===== src/tls_pkg.sv =====
// shared types, register indexes and reset values for the traffic light sequencer
package tls_pkg;

  localparam int unsigned CfgWidth = 8;
  localparam int unsigned AddrWidth = 4;
  localparam int unsigned DataWidth = 32;

  localparam logic [1:0] RegGreen = 2'd0;
  localparam logic [1:0] RegRed = 2'd1;
  localparam logic [1:0] RegBlink = 2'd2;
  localparam logic [1:0] RegConfirm = 2'd3;

  localparam logic [CfgWidth-1:0] GreenReset = 8'd10;
  localparam logic [CfgWidth-1:0] RedReset = 8'd10;
  localparam logic [CfgWidth-1:0] BlinkReset = 8'd10;
  localparam logic [CfgWidth-1:0] ConfirmReset = 8'd2;

  typedef enum logic [3:0] {
    PhGreen  = 4'b0001,
    PhBlinkA = 4'b0010,
    PhRed    = 4'b0100,
    PhBlinkB = 4'b1000
  } car_phase_e;

  typedef enum logic [4:0] {
    WsIdle    = 5'b00001,
    WsConfirm = 5'b00010,
    WsBlink1  = 5'b00100,
    WsWalk    = 5'b01000,
    WsBlink2  = 5'b10000
  } walk_step_e;

  typedef struct packed {
    logic [CfgWidth-1:0] green_ticks;
    logic [CfgWidth-1:0] red_ticks;
    logic [CfgWidth-1:0] blink_ticks;
    logic [CfgWidth-1:0] confirm_ticks;
  } cfg_t;

  typedef struct packed {
    logic car_red;
    logic car_yellow;
    logic car_green;
    logic walk_red;
    logic walk_yellow;
    logic walk_green;
  } lamps_t;

endpackage


===== src/tls_in_if.sv =====
// tick request channel carrying the button level
interface tls_in_if;
  logic valid;
  logic ready;
  logic button_level;

  modport source (output valid, output button_level, input ready);
  modport sink (input valid, input button_level, output ready);
endinterface


===== src/tls_out_if.sv =====
// lamp result channel
interface tls_out_if;
  logic valid;
  logic ready;
  logic car_red;
  logic car_yellow;
  logic car_green;
  logic walk_red;
  logic walk_yellow;
  logic walk_green;

  modport source (output valid, output car_red, output car_yellow, output car_green,
                  output walk_red, output walk_yellow, output walk_green, input ready);
  modport sink (input valid, input car_red, input car_yellow, input car_green,
                input walk_red, input walk_yellow, input walk_green, output ready);
endinterface


===== src/traffic_light_pedestrian_sequencer_top.sv =====
// top level of the traffic light sequencer with pedestrian button
//
// in_ch carries one half-second tick per request with the button level.
// out_ch returns one request per tick with the six lamp levels of that
// tick: car red/yellow/green and pedestrian red/yellow/green.
// A tick accepted at one edge shows its lamps on out_ch from the next
// cycle. Throughput is one tick per cycle while out_ch is not stalled;
// the sequencer state updates in a single pass at acceptance and the
// lamps land in one result register.
// in_ch.ready is high whenever the result register is empty or is being
// taken in the same cycle, so a stalled receiver holds the result and
// stops further ticks until it drains.
// Durations are set through the apb port (green, red, blink, confirm at
// byte addresses 0, 4, 8, 12); write them only while no tick is in flight.
// Reset puts the car cycle at the start of green with the pedestrian
// sequence idle, restores default durations and empties the result register.
module traffic_light_pedestrian_sequencer_top
  import tls_pkg::*;
(
  input  logic                 clk_i,
  input  logic                 rst_ni,
  tls_in_if.sink               in_ch,
  tls_out_if.source            out_ch,
  input  logic                 psel,
  input  logic                 penable,
  input  logic                 pwrite,
  input  logic [AddrWidth-1:0] paddr,
  input  logic [DataWidth-1:0] pwdata,
  output logic [DataWidth-1:0] prdata,
  output logic                 pready
);

  cfg_t cfg;
  lamps_t lamps_next, lamps_held;
  logic accept, out_valid;

  assign in_ch.ready = ~out_valid | out_ch.ready;
  assign accept = in_ch.valid & in_ch.ready;

  tls_cfg_regs u_cfg (
    .clk_i   (clk_i),
    .rst_ni  (rst_ni),
    .psel    (psel),
    .penable (penable),
    .pwrite  (pwrite),
    .paddr   (paddr),
    .pwdata  (pwdata),
    .prdata  (prdata),
    .pready  (pready),
    .cfg_o   (cfg)
  );

  tls_seq_core u_core (
    .clk_i    (clk_i),
    .rst_ni   (rst_ni),
    .accept_i (accept),
    .button_i (in_ch.button_level),
    .cfg_i    (cfg),
    .lamps_o  (lamps_next)
  );

  tls_out_stage u_out (
    .clk_i   (clk_i),
    .rst_ni  (rst_ni),
    .load_i  (accept),
    .lamps_i (lamps_next),
    .ready_i (out_ch.ready),
    .valid_o (out_valid),
    .lamps_o (lamps_held)
  );

  assign out_ch.valid = out_valid;
  assign out_ch.car_red = lamps_held.car_red;
  assign out_ch.car_yellow = lamps_held.car_yellow;
  assign out_ch.car_green = lamps_held.car_green;
  assign out_ch.walk_red = lamps_held.walk_red;
  assign out_ch.walk_yellow = lamps_held.walk_yellow;
  assign out_ch.walk_green = lamps_held.walk_green;

`ifndef SYNTHESIS
  a_result_follows: assert property (@(posedge clk_i) disable iff (!rst_ni)
    accept |=> out_ch.valid)
    else $error("accepted tick left no result");

  a_one_red_walk: assert property (@(posedge clk_i) disable iff (!rst_ni)
    out_ch.valid |-> !(out_ch.walk_green && out_ch.car_green))
    else $error("car green together with pedestrian green");

  a_hold_stalled: assert property (@(posedge clk_i) disable iff (!rst_ni)
    out_ch.valid && !out_ch.ready |=> out_ch.valid && $stable(lamps_held))
    else $error("lamp result changed while stalled");
`endif

endmodule


===== src/tls_cfg_regs.sv =====
// apb register file holding the phase durations
module tls_cfg_regs
  import tls_pkg::*;
(
  input  logic                 clk_i,
  input  logic                 rst_ni,
  input  logic                 psel,
  input  logic                 penable,
  input  logic                 pwrite,
  input  logic [AddrWidth-1:0] paddr,
  input  logic [DataWidth-1:0] pwdata,
  output logic [DataWidth-1:0] prdata,
  output logic                 pready,
  output cfg_t                 cfg_o
);

  cfg_t cfg_q, cfg_d;
  logic wr_en;
  logic [1:0] idx;

  assign pready = 1'b1;
  assign wr_en = psel & penable & pwrite;
  assign idx = paddr[AddrWidth-1:2];
  assign cfg_o = cfg_q;

  always_comb begin
    cfg_d = cfg_q;
    if (wr_en) begin
      unique case (idx)
        RegGreen:   cfg_d.green_ticks = pwdata[CfgWidth-1:0];
        RegRed:     cfg_d.red_ticks = pwdata[CfgWidth-1:0];
        RegBlink:   cfg_d.blink_ticks = pwdata[CfgWidth-1:0];
        RegConfirm: cfg_d.confirm_ticks = pwdata[CfgWidth-1:0];
        default:    cfg_d = cfg_q;
      endcase
    end
  end

  always_comb begin
    prdata = '0;
    unique case (idx)
      RegGreen:   prdata[CfgWidth-1:0] = cfg_q.green_ticks;
      RegRed:     prdata[CfgWidth-1:0] = cfg_q.red_ticks;
      RegBlink:   prdata[CfgWidth-1:0] = cfg_q.blink_ticks;
      RegConfirm: prdata[CfgWidth-1:0] = cfg_q.confirm_ticks;
      default:    prdata = '0;
    endcase
  end

  always_ff @(posedge clk_i or negedge rst_ni) begin
    if (!rst_ni) begin
      cfg_q.green_ticks <= GreenReset;
      cfg_q.red_ticks <= RedReset;
      cfg_q.blink_ticks <= BlinkReset;
      cfg_q.confirm_ticks <= ConfirmReset;
    end else begin
      cfg_q <= cfg_d;
    end
  end

endmodule


===== src/tls_seq_core.sv =====
// sequencer state: car phase, pedestrian step, tick counters and lamp decode
module tls_seq_core
  import tls_pkg::*;
(
  input  logic   clk_i,
  input  logic   rst_ni,
  input  logic   accept_i,
  input  logic   button_i,
  input  cfg_t   cfg_i,
  output lamps_t lamps_o
);

  car_phase_e ph_q, ph_d;
  walk_step_e ws_q, ws_d, ws1;
  logic [CfgWidth-1:0] pt_q, pt_d, pt1;
  logic [CfgWidth-1:0] cc_q, cc_d, cc_dec;
  logic bl_q, bl_d, bl1;
  logic prev_q;
  logic rise, phase_end, start;
  logic [CfgWidth-1:0] dur;

  assign rise = button_i & ~prev_q;
  assign cc_dec = (cc_q != '0) ? cc_q - 1'b1 : cc_q;

  // button handling comes before the lamps of this tick
  always_comb begin
    start = 1'b0;
    ws1 = ws_q;
    cc_d = cc_q;
    unique case (ws_q)
      WsIdle: begin
        if (rise) begin
          if (cfg_i.confirm_ticks == '0) begin
            start = 1'b1;
          end else begin
            cc_d = cfg_i.confirm_ticks;
            ws1 = WsConfirm;
          end
        end
      end
      WsConfirm: begin
        cc_d = cc_dec;
        if (cc_dec == '0) begin
          if (button_i) start = 1'b1;
          else ws1 = WsIdle;
        end
      end
      default: ws1 = ws_q;
    endcase
    if (start) ws1 = (ph_q == PhRed) ? WsWalk : WsBlink1;
  end

  assign pt1 = start ? '0 : pt_q;
  assign bl1 = start ? 1'b0 : bl_q;

  always_comb begin
    lamps_o = '0;
    unique case (ws1)
      WsBlink1: begin
        lamps_o.car_yellow = bl1;
        lamps_o.walk_yellow = bl1;
        lamps_o.walk_red = 1'b1;
      end
      WsWalk: begin
        lamps_o.car_red = 1'b1;
        lamps_o.walk_green = 1'b1;
      end
      WsBlink2: begin
        lamps_o.car_yellow = bl1;
        lamps_o.walk_yellow = bl1;
        lamps_o.walk_green = 1'b1;
      end
      default: begin
        lamps_o.walk_red = 1'b1;
        unique case (ph_q)
          PhGreen: lamps_o.car_green = 1'b1;
          PhRed:   lamps_o.car_red = 1'b1;
          default: lamps_o.car_yellow = bl1;
        endcase
      end
    endcase
  end

  always_comb begin
    unique case (ws1)
      WsBlink1, WsBlink2: dur = cfg_i.blink_ticks;
      WsWalk:             dur = cfg_i.red_ticks;
      default: begin
        unique case (ph_q)
          PhGreen: dur = cfg_i.green_ticks;
          PhRed:   dur = cfg_i.red_ticks;
          default: dur = cfg_i.blink_ticks;
        endcase
      end
    endcase
  end

  // zero duration acts as one tick
  assign phase_end = ({1'b0, pt1} + 9'd1) >= {1'b0, dur};

  always_comb begin
    ws_d = ws1;
    ph_d = ph_q;
    bl_d = ~bl1;
    pt_d = pt1 + 1'b1;
    if (phase_end) begin
      pt_d = '0;
      bl_d = 1'b0;
      unique case (ws1)
        WsBlink1: ws_d = WsWalk;
        WsWalk:   ws_d = WsBlink2;
        WsBlink2: begin
          ws_d = WsIdle;
          ph_d = PhGreen;
        end
        default: begin
          unique case (ph_q)
            PhGreen:  ph_d = PhBlinkA;
            PhBlinkA: ph_d = PhRed;
            PhRed:    ph_d = PhBlinkB;
            default:  ph_d = PhGreen;
          endcase
        end
      endcase
    end
  end

  always_ff @(posedge clk_i or negedge rst_ni) begin
    if (!rst_ni) begin
      ph_q <= PhGreen;
      ws_q <= WsIdle;
      pt_q <= '0;
      cc_q <= '0;
      bl_q <= 1'b0;
      prev_q <= 1'b0;
    end else if (accept_i) begin
      ph_q <= ph_d;
      ws_q <= ws_d;
      pt_q <= pt_d;
      cc_q <= cc_d;
      bl_q <= bl_d;
      prev_q <= button_i;
    end
  end

`ifndef SYNTHESIS
  a_confirm_nonzero: assert property (@(posedge clk_i) disable iff (!rst_ni)
    (ws_q == WsConfirm) |-> (cc_q != '0))
    else $error("confirm wait with zero count");

  a_ticks_bounded: assert property (@(posedge clk_i) disable iff (!rst_ni)
    pt_q != {CfgWidth{1'b1}})
    else $error("phase tick count beyond longest duration");

  a_hold_idle: assert property (@(posedge clk_i) disable iff (!rst_ni)
    !accept_i |=> $stable(ws_q) && $stable(ph_q) && $stable(pt_q))
    else $error("state moved without a request");
`endif

endmodule


===== src/tls_out_stage.sv =====
// result register holding the lamp levels until taken
module tls_out_stage
  import tls_pkg::*;
(
  input  logic   clk_i,
  input  logic   rst_ni,
  input  logic   load_i,
  input  lamps_t lamps_i,
  input  logic   ready_i,
  output logic   valid_o,
  output lamps_t lamps_o
);

  logic valid_q, valid_d;
  lamps_t lamps_q;

  assign valid_d = load_i | (valid_q & ~ready_i);
  assign valid_o = valid_q;
  assign lamps_o = lamps_q;

  always_ff @(posedge clk_i or negedge rst_ni) begin
    if (!rst_ni) valid_q <= 1'b0;
    else valid_q <= valid_d;
  end

  always_ff @(posedge clk_i) begin
    if (load_i) lamps_q <= lamps_i;
  end

endmodule


===== src/flat_wrapper.sv =====
// flat-port wrapper written by rule: the top's interface ports become plain ports
module traffic_light_pedestrian_sequencer_top_flat import tls_pkg::*;
  (clk_i, rst_ni, psel, penable, pwrite, paddr, pwdata, prdata, pready, in_ch_valid, in_ch_button_level, in_ch_ready, out_ch_valid, out_ch_car_red, out_ch_car_yellow, out_ch_car_green, out_ch_walk_red, out_ch_walk_yellow, out_ch_walk_green, out_ch_ready);
  tls_in_if in_ch_i ();
  tls_out_if out_ch_i ();
  input  logic clk_i;
  input  logic rst_ni;
  input  logic psel;
  input  logic penable;
  input  logic pwrite;
  input  logic [AddrWidth-1:0] paddr;
  input  logic [DataWidth-1:0] pwdata;
  output logic [DataWidth-1:0] prdata;
  output logic pready;
  input wire logic [$bits(in_ch_i.valid)-1:0] in_ch_valid;
  input wire logic [$bits(in_ch_i.button_level)-1:0] in_ch_button_level;
  output wire logic [$bits(in_ch_i.ready)-1:0] in_ch_ready;
  output wire logic [$bits(out_ch_i.valid)-1:0] out_ch_valid;
  output wire logic [$bits(out_ch_i.car_red)-1:0] out_ch_car_red;
  output wire logic [$bits(out_ch_i.car_yellow)-1:0] out_ch_car_yellow;
  output wire logic [$bits(out_ch_i.car_green)-1:0] out_ch_car_green;
  output wire logic [$bits(out_ch_i.walk_red)-1:0] out_ch_walk_red;
  output wire logic [$bits(out_ch_i.walk_yellow)-1:0] out_ch_walk_yellow;
  output wire logic [$bits(out_ch_i.walk_green)-1:0] out_ch_walk_green;
  input wire logic [$bits(out_ch_i.ready)-1:0] out_ch_ready;
  assign in_ch_i.valid = in_ch_valid;
  assign in_ch_i.button_level = in_ch_button_level;
  assign in_ch_ready = in_ch_i.ready;
  assign out_ch_valid = out_ch_i.valid;
  assign out_ch_car_red = out_ch_i.car_red;
  assign out_ch_car_yellow = out_ch_i.car_yellow;
  assign out_ch_car_green = out_ch_i.car_green;
  assign out_ch_walk_red = out_ch_i.walk_red;
  assign out_ch_walk_yellow = out_ch_i.walk_yellow;
  assign out_ch_walk_green = out_ch_i.walk_green;
  assign out_ch_i.ready = out_ch_ready;
  traffic_light_pedestrian_sequencer_top u_core (.clk_i(clk_i), .rst_ni(rst_ni), .in_ch(in_ch_i), .out_ch(out_ch_i), .psel(psel), .penable(penable), .pwrite(pwrite), .paddr(paddr), .pwdata(pwdata), .prdata(prdata), .pready(pready));
endmodule

===== config.mk =====
export PLATFORM = sky130hd
export DESIGN_NAME = traffic_light_pedestrian_sequencer_top_flat
export DESIGN_NICKNAME = d
export VERILOG_FILES = /design/src/tls_pkg.sv /design/src/tls_in_if.sv /design/src/tls_out_if.sv /design/src/traffic_light_pedestrian_sequencer_top.sv /design/src/tls_cfg_regs.sv /design/src/tls_seq_core.sv /design/src/tls_out_stage.sv /design/src/flat_wrapper.sv
export SDC_FILE = /design/constraint.sdc
export NUM_CORES = 1
export LEC_CHECK = 0
export ABC_CLOCK_PERIOD_IN_PS = 4100
export BUFFER_PORTS_ARGS = -buffer_cell sky130_fd_sc_hd__clkbuf_2
export CORE_ASPECT_RATIO = 1.25
export CORE_MARGIN = 4
export CORE_UTILIZATION = 52
export CTS_BUF_LIST = sky130_fd_sc_hd__clkbuf_8
export CTS_CLUSTER_DIAMETER = 40
export CTS_CLUSTER_SIZE = 25
export DETAILED_ROUTE_END_ITERATION = 8
export PLACE_DENSITY = 0.79
export SETUP_SLACK_MARGIN = 0.3
export SLEW_MARGIN = 5
export SYNTH_ARGS = -nofsm -noshare
export SYNTH_HDL_FRONTEND = slang
export SYNTH_HIERARCHICAL = 1
export SYNTH_SLANG_ARGS = --single-unit
export TNS_END_PERCENT = 20

===== constraint.sdc =====
create_clock -name clk_i -period 4.1 [get_ports clk_i]
set_clock_uncertainty 0.05 [all_clocks]
set_input_delay 0.82 -clock clk_i [delete_from_list [all_inputs] [get_ports clk_i]]
set_output_delay 0.82 -clock clk_i [all_outputs]
set_load 0.02 [all_outputs]

**Word level (Yosys, flattened, before mapping)**

Index checks and enable logic that the tools add are counted.

- Register bits after elaboration: 66
- Input port bits: 44
- Output and inout bits: 41
- Word-level logic and storage cells: 96

- Add/sub/neg operators: 3
- Order comparisons: 1
- Eq/ne operators: 13
- Multiplexer cells: 34
- Bitwise gates (word level): 12
- Reduce and logical (&&, ||, !) cells: 16

Operators by type and width:

| kind | number |
|---|---|
| $pmux W8 S2 | 3 |
| $mux W8 | 5 |
| $pmux W8 S4 | 1 |
| $mux W5 | 6 |
| $logic_not A8 Y1 | 2 |
| $pmux W5 S3 | 1 |
| $pmux W4 S3 | 1 |
| $mux W1 | 11 |
| $pmux W5 S2 | 1 |
| $add A8 B1 Y9 const B | 1 |
| $ge A9 B8 Y1 | 1 |
| $add A8 B1 Y8 const B | 1 |
| $pmux W4 S2 | 1 |
| $reduce_and A2 Y1 | 4 |
| $reduce_bool A8 Y1 | 1 |
| $reduce_or A2 Y1 | 4 |
| $sub A8 B1 Y8 const B | 1 |
| $pmux W1 S2 | 3 |
| $and A1 B1 Y1 | 5 |
| $eq A5 B1 Y1 const B | 1 |
| $eq A5 B2 Y1 const B | 1 |
| $eq A5 B3 Y1 const B | 1 |
| $eq A5 B4 Y1 const B | 1 |
| $eq A5 B5 Y1 const B | 1 |
| other kinds (14) | 21 |

**Longest topological paths before layout**

- Depth after elaboration: 11
- Gate-level depth with buffers: 20
- Gate-level depth less buffers: 19

**Modules after synthesis**

The synthesis kept the hierarchy.

By module, submodules not included:

| module | instances | cells each | area each (sq um) | seq. area each (sq um) |
|---|---|---|---|---|
| tls_seq_core | 1 | 292 | 2,408.6 | 678.2 |
| tls_cfg_regs | 1 | 107 | 1,634.1 | 809.5 |
| tls_out_stage | 1 | 9 | 216.5 | 205.2 |
| traffic_light_pedestrian_sequencer_top | 1 | 2 | 22.5 | 0.0 |

**Worst setup path before layout**

No wires, ideal clock.

- Path kind: reg2reg
- Start point: reg u_core.u_core.cc_q[0]
- End point: reg u_core.u_core.ph_q[1]
- Setup time: 0.125 ns
- Arrival: 4.195 ns
- Required time: 3.925 ns
- Path slack: -0.271 ns
- Cell stages (with the launch flop): 21
- Clock period less this slack: 4.371 ns
- Path through: dfrtp_1 -> inv_1 -> ha_1 -> nor3b_4 -> o21ai_0 -> a32o_2 -> a31oi_2 -> o21bai_2 -> xnor2_1 -> a2111oi_4 -> a221o_1 -> ha_1 -> nand2b_1 -> nand3_1 -> a21oi_1 -> o21ai_0 -> a21oi_1 -> a41o_4 -> and3_4 -> buf_6 -> mux2_4

- Cells in the longest elaborated chain, start to end: 11
- Elaborated cells between the ends (all ways): 21
- Classes of those cells: add/sub (2); order compare (1); eq/ne (3); mux (9); bitwise (1); reduce/logical (5)

Ends and longest elaborated chain:

| element | RTL line | RTL |
|---|---|---|
| from (decl) | tls_seq_core.sv:16 | `logic [CfgWidth-1:0] cc_q, cc_d, cc_dec;` |
| from (signal assigned) | tls_seq_core.sv:133 | `cc_q <= '0;` |
| from (signal assigned) | tls_seq_core.sv:140 | `cc_q <= cc_d;` |
| $sub A8 B1 Y8 / $reduce_bool A8 Y1 (equally long branches) | tls_seq_core.sv:23 | `assign cc_dec = (cc_q != '0) ? cc_q - 1'b1 : cc_q;` |
| $mux W8 (*) | tls_seq_core.sv:23 |  |
| $logic_not A8 Y1 (*) | tls_seq_core.sv:43 | `if (cc_dec == '0) begin` |
| branches (longest 8 deep; another with $add A8 B1 Y9) | - |  |
| to (signal assigned) | tls_seq_core.sv:130 | `ph_q <= PhGreen;` |
| to (signal assigned) | tls_seq_core.sv:137 | `ph_q <= ph_d;` |
| to (decl) | tls_seq_core.sv:13 | `car_phase_e ph_q, ph_d;` |

Every way passes the cells marked *.
A chain may end at the register's enable or synchronous reset.

**Worst setup path in the final report**

Ends and elaborated chain as after synthesis.

==> flow_summary.yaml <==
finish:
  final_layout_size_suffix_gt1_share_pct: 42.7
  stdcell_count: 594
  antennaDiodeCount: 0
  fin_util_pct: 66.0
  n_fill_cell: 594
  final_nets: 548
  area_growth_pct: 22.2
placed_design:
  dp.final_hpwl_um: 7570
  pre_cts_ws_ns: -0.456
  dp_cells: 571
  io_buffer_count: 33
  gp_congestion: 0.861
pwr:
  p_comb_share_pct: 56.8
  power_mw: 3.96
  p_leak_nw: 2.31
  power_density_nw_per_um2: 757
  intPower_mw: 2.31
  switching_share_pct: 41.7
  power_frac_seq_pct: 27.2
  clock_power_share_pct: 16.0
  ir_drop_v: 0.000422
  p_switching_mw: 1.65
worst_hold_path:
  worstHoldPathType: "input pin to asynchronous set/reset pin"
logic_synthesis:
  ys.flop_type: "dfrtp_1"
  synth_area_um2: 4280
  synth_top_cell_by_area: "dfrtp_1"
  yosys_warnings: 6
  synth_edf_count: 6
  synth_commonest_cells: "dfrtp_1, mux2_2, nor2_1"
  synthCells: 410
  synth_area_leaders: "dfrtp_1, mux2_2, dfstp_2"
  synthArstFlopShare_pct: 90.9
  synth.distinct_cells: 72
  yosys.area.top_type_share_pct: 29.8
  ys_ff_latch: 66
  post-synth-top-count-cell: "dfrtp_1"
  post_synth.cell_area_avg_um2: 10.4
  seq_area_frac_synth_pct: 39.5
floorplanning:
  core_area_um2: 7930
  ios: 85
  start_util_pct: 54.0
  die_w_um: 89.2
  die_y_um: 109
  rows: 36
  dieArea_um2: 9760
setup_path:
  cp_max_fo: 6
  worstPathRequired_ns: 4.28
  cp-end-kind: "flip-flop"
  worstSetupPathType: "flip-flop to flip-flop"
  crit_arrival_ns: 4.64
  startpoint_type: "flip-flop"
route:
  drc: 0
  vias_per_cell: 6.16
  drt_iter0_markers: 251
  wirelength_um: 11300
  routedWlPerCell_um: 19.0
  drt-pass1-iter-count: 7
  ant_nets: 0
  vias: 3658
grt:
  grt_max_degree: 42
  grt_usage_pct: 23.1
  grt_pass1_vias: 3648
  grt_pass1_wl_um: 17400
  antenna_found_initial: 0
  overflow: 0
clock_tree:
  worstSkewPairLatency_ns: 0.35
  cts_buffers: 9
  clockBufferDepth: 2
  cts-root-buf: "clkbuf_8"
  hold_buffers: 0
  cts_tree: "built"
  htree_levels: 3
  cts.sinks: 66
  clk_pin_slew_ns: 0.08
timing:
  grt_setup_unrepaired: "yes"
  maxSlewViolCount: 0
  post-route-period-util_pct: 109
  fmax_ghz: 0.224
  slew_headroom_pct: 51.0
  finalSetupViolations: 17
  hold_viol: 0
  setup_slack_ns: -0.365
  min_period_ns: 4.46
  worstMarginPinSlew_ns: 0.728
  tns_ns: -3.53
flow_run:
  max_cap_violations: 0
status:
  status: "complete, but fails checks"
  violations: "negative setup slack"
## critical path: stages, from the launching register on
cell,delay [ns]
dfrtp_1,0.40
inv_2,0.08
ha_4,0.15
nor3b_4,0.35
buf_6,0.16
nand2_4,0.05
a221oi_4,0.33
a31oi_4,0.20
o21bai_4,0.19
xnor2_2,0.15
a2111oi_4,0.06
buf_4,0.17
a221o_1,0.32
ha_1,0.30
nand2b_4,0.13
nand3_2,0.07
a21oi_2,0.20
o21ai_2,0.09
a21oi_2,0.21
a41o_4,0.16
and3_4,0.23
mux2_4,0.30
## worst paths after layout
kind | start | end | slack [ns] | cells past startpoint
worst max register to register | u_core/u_core/cc_q[0] | u_core/u_core/ph_q[1] | -0.36 | 21
worst max-delay path | u_core/u_core/cc_q[0] | u_core/u_core/ph_q[1] | -0.36 | 21
worst min-delay path | rst_ni | u_core/u_core/pt_q[6] | 0.38 | 1
min in group clk_i | u_core/u_core/prev_q | u_core/u_core/prev_q | 0.47 | 1
worst min register to register | u_core/u_core/prev_q | u_core/u_core/prev_q | 0.47 | 1
max in group asynchronous | rst_ni | u_core/u_cfg/cfg_o[19] | 2.69 | 2
## cells by family (layout without fill, tap and decap cells)
family,Yosys count,in the layout,synth area share [%]
buffers and inverters,58,124,8.59
DFF,66,66,39.5
adders and majority gates,10,10,2.92
xor gates and xnor gates,6,6,1.23
other,2,25,0.175
and+or+nand+nor,124,124,16.7
AOI/OAI and AO/OA,100,100,17.1
muxes,44,44,13.8
## flip-flops by register name, indices dropped and copies added, names as in the netlist
register and count:
u_core/u_core/cc_q 8, u_core/u_core/bl_q 1, u_core/u_core/pt_q 8, u_core/u_core/ws_q 5
u_core/u_core/ph_q 4, u_core/u_out/lamps_o 6, u_core/u_core/prev_q 1, u_core/u_out/valid_o 1
u_core/u_cfg/cfg_o 32
## stage by stage
| stage | hold slack, ns | cell area (um2) |
|---|---|---|
| floorplan | 0.412 | 4390 |
| global route | 0.425 | 5230 |
| CTS | 0.407 | 5120 |
| detailed placement | 0.443 | 4770 |
| finish | 0.384 | 5230 |
| global placement | 0.432 | 4770 |
## metal layers
metal | track usage, % | part of all wire [%]
met1 | 27.6 | 38
met2 | 40.0 | 52
met3 | 3.75 | 6.3
met4 | 10.6 | 3.3
met5 | 0 | 0
## power groups by stage
stage | clock (mW) | combinational, mW | sequential, mW
floorplan | 0 | 1.27 | 1.03
global placement | 0 | 1.79 | 1.06
detailed placement | 0 | 1.87 | 1.07
CTS | 0.634 | 2.01 | 1.06
global route | 0.663 | 2.42 | 1.10
finish | 0.634 | 2.25 | 1.08
## placed cells by master, fill, tap and decap left out, types with 12 or more instances in the layout
master,instances
inv_1,12
dfrtp_1,51
nor2_1,29
clkbuf_2,33
a21oi_1,23
nand2_1,24
mux2_2,33
conb_1,25
o21ai_0,17
buf_4,58
## cell type report
type	count	area [um2]	area share [%]
multi-input combinational	309	2500	47.8
sequential	66	1690	32.4
timing repair buffer	94	643	12.3
clock buffer	10	138	2.63
tap	95	119	2.27
clock inverter	6	87.6	1.67
inverter	14	52.6	1.00
## repair_timing
action                                  CTS  global route
gates resized for setup                  15            17
pin swaps                                 3            13
setup buffers                             4             3
endpoints found under the setup margin   17            17
Note: power is estimated with default switching activity, not from simulation.
